<file path="src/rtl/core/hcs_pkg.sv">
// Shared types, constants and helpers for the hashed chain store core.
// No dependencies; imported by every module of the block.

package hcs_pkg;

   localparam int KEY_W     = 32;
   localparam int VAL_W     = 32;
   localparam int CFG_W     = 13;
   localparam int OUTCOME_W = 3;
   localparam int CSR_AW    = 3;
   localparam int CSR_DW    = 32;

   localparam int DEFAULT_TABLE_DEPTH = 4096;
   localparam int DEFAULT_PROBE_LIMIT = 128;

   localparam logic [CFG_W-1:0] TABLE_LENGTH_RESET = 13'd4096;

   // register index, taken from paddr[2]
   localparam logic REG_TABLE_LENGTH = 1'b0;

   localparam logic OP_LOOKUP = 1'b0;
   localparam logic OP_STORE  = 1'b1;

   localparam logic [OUTCOME_W-1:0] OUT_MISS     = 3'd0;
   localparam logic [OUTCOME_W-1:0] OUT_HIT      = 3'd1;
   localparam logic [OUTCOME_W-1:0] OUT_UPDATED  = 3'd2;
   localparam logic [OUTCOME_W-1:0] OUT_INSERTED = 3'd3;
   localparam logic [OUTCOME_W-1:0] OUT_EVICTED  = 3'd4;

   localparam logic [VAL_W-1:0] VAL_MAX = 32'h7FFF_FFFF;

   typedef struct packed {
      logic [KEY_W-1:0] key_primary;
      logic [KEY_W-1:0] key_secondary;
      logic [VAL_W-1:0] value;
   } hcs_slot_type;

   typedef struct packed {
      logic busy;
      logic done;
   } hcs_mod_stat_type;

   // two's complement word mapped so that unsigned compare gives signed order
   function automatic logic [VAL_W-1:0] order_key(input logic [VAL_W-1:0] v);
      return v ^ {1'b1, {(VAL_W-1){1'b0}}};
   endfunction

endpackage

</file>
<file path="src/rtl/core/hcs_mod_unit.sv">
// Bit-serial remainder unit: key word modulo table length, one bit a cycle.
// Depends on hcs_pkg.

module hcs_mod_unit import hcs_pkg::*; #(
   parameter int LEN_W = 13
) (
   input  logic                 clock,
   input  logic                 reset,
   input  logic                 start,
   input  logic [KEY_W-1:0]     dividend,
   input  logic [LEN_W-1:0]     divisor,
   output hcs_mod_stat_type     stat,
   output logic [LEN_W-1:0]     remainder
);

   localparam int CNT_W = $clog2(KEY_W);

   logic              busy_ff, busy_in;
   logic              done_ff, done_in;
   logic [CNT_W-1:0]  cnt_ff,  cnt_in;
   logic [KEY_W-1:0]  dvd_ff,  dvd_in;
   logic [LEN_W-1:0]  dsr_ff,  dsr_in;
   logic [LEN_W-1:0]  rem_ff,  rem_in;
   logic [LEN_W:0]    trial;
   logic [LEN_W:0]    diff;

   always_comb begin
      trial   = {rem_ff, dvd_ff[KEY_W-1]};
      diff    = trial - {1'b0, dsr_ff};
      busy_in = busy_ff;
      done_in = 1'b0;
      cnt_in  = cnt_ff;
      dvd_in  = dvd_ff;
      dsr_in  = dsr_ff;
      rem_in  = rem_ff;
      if (start) begin
         busy_in = 1'b1;
         cnt_in  = '0;
         dvd_in  = dividend;
         dsr_in  = divisor;
         rem_in  = '0;
      end else if (busy_ff) begin
         // restoring step: keep the difference when the trial covers the divisor
         if (trial >= {1'b0, dsr_ff}) begin
            rem_in = diff[LEN_W-1:0];
         end else begin
            rem_in = trial[LEN_W-1:0];
         end
         dvd_in = {dvd_ff[KEY_W-2:0], 1'b0};
         cnt_in = cnt_ff + 1'b1;
         if (cnt_ff == CNT_W'(KEY_W-1)) begin
            busy_in = 1'b0;
            done_in = 1'b1;
         end
      end
   end

   always_ff @(posedge clock) begin
      if (reset) begin
         busy_ff <= 1'b0;
         done_ff <= 1'b0;
      end else begin
         busy_ff <= busy_in;
         done_ff <= done_in;
      end
      cnt_ff <= cnt_in;
      dvd_ff <= dvd_in;
      dsr_ff <= dsr_in;
      rem_ff <= rem_in;
   end

   assign stat.busy = busy_ff;
   assign stat.done = done_ff;
   assign remainder = rem_ff;

endmodule

</file>
<file path="config.mk">
export PLATFORM = sky130hd
export DESIGN_NAME = hcs_mod_unit
export DESIGN_NICKNAME = d
export VERILOG_FILES = /design/src/rtl/core/hcs_pkg.sv /design/src/rtl/core/hcs_mod_unit.sv
export SDC_FILE = /design/constraint.sdc
export NUM_CORES = 1
export LEC_CHECK = 0
export BUFFER_PORTS_ARGS = -buffer_cell sky130_fd_sc_hd__buf_2
export CORE_MARGIN = 5
export CORE_UTILIZATION = 35
export CTS_CLUSTER_SIZE = 10
export DETAILED_ROUTE_END_ITERATION = 12
export GPL_TIMING_DRIVEN = 1
export PLACE_DENSITY = 0.56
export SLEW_MARGIN = 20
export SYNTH_ARGS = -nofsm -noshare
export SYNTH_HDL_FRONTEND = slang
export SYNTH_SLANG_ARGS = --single-unit
</file>
<file path="constraint.sdc">
create_clock -name clock -period 2.85 [get_ports clock]
set_input_delay 0.57 -clock clock [delete_from_list [all_inputs] [get_ports clock]]
set_output_delay 0.57 -clock clock [all_outputs]
set_load 0.03 [all_outputs]
</file>
==> Word-level counts from Yosys, hierarchy flattened <==
Cells that the tools add are included.
{ "op_classes": {"reduce_logical": 2, "div_mod_pow": 0, "n_bitwise": 1, "n_addsub": 2, "n_mul": 0, "magnitude_cmp": 1, "muxes": 7, "n_eq_ne": 1, "n_shift": 0} }
{ "op_table": {"columns": ["cell", "n"], "rows": [
  ["$mux W32", 2],
  ["$ge A14 B13 Y1", 1],
  ["$mux W13", 1],
  ["$sub A13 B13 Y13", 1],
  ["$add A5 B1 Y5 const B", 1],
  ["$eq A5 B5 Y1 const B", 1],
  ["$mux W1", 4],
  ["$reduce_or A3 Y1", 1],
  ["$reduce_bool A2 Y1", 1],
  ["$not A1 Y1", 1]
]} }
{ "totals": {"ff_bits": 65, "output_inout_bits": 15, "latchBits": 0, "ramBits": 0, "romBits": 0, "elab_cells": 20, "mem_count": 0} }

==> Longest topological paths before layout <==
{ "depth": {"ltp_word": 4, "mapped_depth": 10, "mapped_depth_nobuf": 9} }

==> Worst setup path before layout <==
No wires, ideal clock.
{ "synth_path": {"path_kind": "reg2reg", "startpoint": "register rem_ff[0] (netlist: remainder[0])", "endpoint": "register rem_ff[4] (netlist: remainder[4])", "slack_ns": 0.460, "period_less_slack_ns": 2.390, "path_buffers": 1, "setup_ns": 0.091, "path_stages_with_launch": 10, "arrival_time_ns": 2.300, "cell_sequence": "dfxtp_1 -> inv_1 -> fa_1 -> nor2b_4 -> o31a_4 -> o31ai_4 -> a21o_1 -> buf_6 -> a211o_1 -> a311oi_1"} }
{ "synth_via": {"elab_chain_cells": 2, "elab_cells_between_ends": 3, "classes_between": "add/sub (1); order compare (1); mux (1)"} }
{ "synth_rtl": {"columns": ["item", "line", "text"], "rows": [
  ["start, declared", "hcs_mod_unit.sv:23", "logic [LEN_W-1:0] rem_ff, rem_in;"],
  ["start signal, assigned", "hcs_mod_unit.sv:69", "rem_ff <= rem_in;"],
  ["$sub A13 B13 Y13 or $ge A14 B13 Y1 (tied branches)", "hcs_mod_unit.sv:29, hcs_mod_unit.sv:44", null],
  ["$mux W13 (*)", "hcs_mod_unit.sv:44", "if (trial >= {1'b0, dsr_ff}) begin"]
]} }
Every way passes the cells marked *; elsewhere a longest branch is shown, timed or not.
A chain may end at the register's enable or synchronous reset.

==> Worst setup path after layout <==
{ "layout_path": {"startpoint": "register dvd_ff[31]", "endpoint": "register rem_ff[0] (netlist: remainder[0])"} }
{ "layout_via": {"elab_chain_cells": 2, "elab_cells_between_ends": 3, "classes_between": "add/sub (1); order compare (1); mux (1)"} }
{ "layout_rtl": {"columns": ["item", "line", "text"], "rows": [
  ["start, declared", "hcs_mod_unit.sv:21", "logic [KEY_W-1:0] dvd_ff, dvd_in;"],
  ["start signal, assigned", "hcs_mod_unit.sv:67", "dvd_ff <= dvd_in;"],
  ["$sub A13 B13 Y13 or $ge A14 B13 Y1 (tied branches)", "hcs_mod_unit.sv:29, hcs_mod_unit.sv:44", null],
  ["$mux W13 (*)", "hcs_mod_unit.sv:44", null]
]} }
Marked as above.

==> out/metrics.cfg <==
[outcome]
status=complete, no violations

[power_and_ir_drop]
leakage_nw=1.697
p_total_mw=2.447
peakVddDrop_mv=0.2514
power_density_mw_per_mm2=596.9

[finish]
fill_cells=940
nets=425
postLayoutCoreUtil_pct=42.33
final_area_sq_mm=0.004099
multi_input_comb_area_sq_mm=0.001545
area_growth_pct=19.00
stdcell_count=499
antenna_cells=0
drive_above_1_share_pct=35.52
ff_latch_area_sq_mm=0.001752

[place]
pre_cts_ws_ps=377.8
place_area_sq_mm=0.003897
dpl.hpwl_um=5439
place_congestion=0.8049
numPortBuffers=62
place_inst=483

[floorplanning]
die_x_um=109.2
ios=63
die_height_um=109.2
coreArea_sq_mm=0.009684
rows=36
initial_utilization_pct=35.57
die-area_sq_mm=0.01193

[synth]
syn_inst=296
synth.most_common_cell=edfxtp_1
ys.flop_type=edfxtp_1
synth_xor_area_share_pct=2.543
ys_top_cells_by_count=edfxtp_1 (45), mux2_2 (31), nor2_1 (25)
synth-edff-count=45
synth-simple-area-share_pct=11.08
avgSynthCellArea_sq_um=11.64
synth_top_family_by_area=compound AO/OA/AOI/OAI gates
syn_area_sq_mm=0.003445
synth_compound_area_share_pct=14.49
synth_cell_types=57
synth_top_area_share_pct=39.23
synth_top_area_cell=edfxtp_1
seq_area_frac_synth_pct=50.85
syn_nets=360
synth_seq_cells=65
synth_area_leaders=edfxtp_1 (39%), dfxtp_1 (12%), mux2_2 (10%)
synth_fa_ha_area_share_pct=6.030
synthMuxAreaShare_pct=10.72
yosysWarningCount=0
async_flop_share_pct=0

[global_route]
grt_usage_pct=13.37
grt_overflow_total=0
grt_max_degree=33
antenna_found_initial=0
grt_pass1_vias=2359
grt_pass1_wl_um=12110

[setup_path]
r2r_slack_ps=370
worstRegToRegCells=9
worstSetupStartpointType=register
worstSetupEndpoint=remainder[0]
cp_max_fo=9
r2r_start=dvd_ff[31]
cp.arrival_ps=2710
critical_path.startpoint=dvd_ff[31]
regToRegEndpoint=remainder[0]
crit_type=register to register
crit_required_ps=3080
cp-end-kind=register

[timing]
layout_setup_ws_ps=374.3
relSlewSlack_pct=65.27
skew_ps=13.63
rsz0062_at_grt=false
period_share_pct=86.87
hold_viol_final=0
hold_ws_ps=395.9
setup_viol=0
slew_viol_final=0
final.min_clock_period_ps=2476
finalSetupTns_ps=0
fmax_ghz=0.4039
tightestPinTransition_ps=519.3

[detailed_routing]
drtIter0Drc=107
num_vias=2462
antenna_left=0
first_pass_iters=4
drt_wl_total_um=7597
wire_per_inst_um=15.22
viasPerCell=4.934
drcViolationCount=0

[clock_network]
path_clk_slew_ps=90
post_cts_resized=0
clock_latency_ps=340
cts_tree=built
cts_buffer_depth=2
root_buffer=clkbuf_8
numCtsBuffers=9
cts_max_level=3
holdBufCountCts=0
clkSinkCount=65
cts_setup_buffers=0

[flow_run]
maxCapViolCount=0

[min_path]
min_path_type=input port to register

-- worst max-delay path: stages, from the launching register on --
cell	delay, ps
edfxtp_1	390
inv_1	70
ha_1	170
fa_1	260
nor2b_4	60
o31a_4	290
o31ai_4	270
a21o_1	400
nand2_4	130
a311o_1	330
-- flip-flops by register name, indices dropped and copies added, names as in the netlist --
name	flops
dsr_ff	13
busy_ff	1
done_ff	1
dvd_ff	32
remainder	13
cnt_ff	5
-- power by group --
| group | internal [mW] | switching, mW |
|---|---|---|
| clock | 0.411 | 0.395 |
| sequential | 1.11 | 0.0391 |
| combinational | 0.210 | 0.285 |
| total | 1.73 | 0.719 |
-- layout by cell type, fill, tap and decap left out, types with 6 or more instances in the layout --
master / netlist / routed
buf_2: 1 / 62
edfxtp_1: 45 / 45
mux2_2: 31 / 31
nor2_1: 25 / 25
inv_1: 20 / 20
dfxtp_1: 20 / 20
nand3_1: 15 / 15
ha_1: 15 / 15
nand2_1: 13 / 13
a21oi_1: 13 / 13
clkbuf_8: 0 / 9
xor2_1: 6 / 6
buf_4: 2 / 6
-- cell families after synthesis --
logic type / Yosys count
multiplexers: 33
buffers and inverters: 35
AND/OR/NAND/NOR: 77
XOR/XNOR: 10
adder cells (fa/ha/maj): 16
AO/OA/AOI/OAI: 60
flip-flops: 65
-- layer usage --
metal | track usage (%) | wire length (um) | vias up
li1 | - | - | 1236
met1 | 17.71 | 3422 | 1157
met2 | 20.04 | 3589 | 53
met3 | 4.263 | 434 | 16
met4 | 5.788 | 151 | 0
met5 | 0 | 0 | -
-- worst min path at each step --
stage | to | start | depth (start not counted) | slack, ps
floorplan | cnt_ff[4] | cnt_ff[4] | 2 | 470
global placement | cnt_ff[4] | cnt_ff[4] | 2 | 480
detailed placement | cnt_ff[4] | cnt_ff[4] | 2 | 500
CTS | dsr_ff[5] | divisor[5] | 1 | 380
global route | dsr_ff[0] | divisor[0] | 1 | 370
finish | dsr_ff[5] | divisor[5] | 1 | 400
-- final cells by class --
class                      count  area share [%]
clock buffer                   9           3.022
sequential                    65           42.74
tap                          133           4.060
timing repair buffer          68           8.669
inverter                      21           1.923
clock inverter                 7           1.893
multi-input combinational    196           37.70
Power figures use the tool's default switching activity.
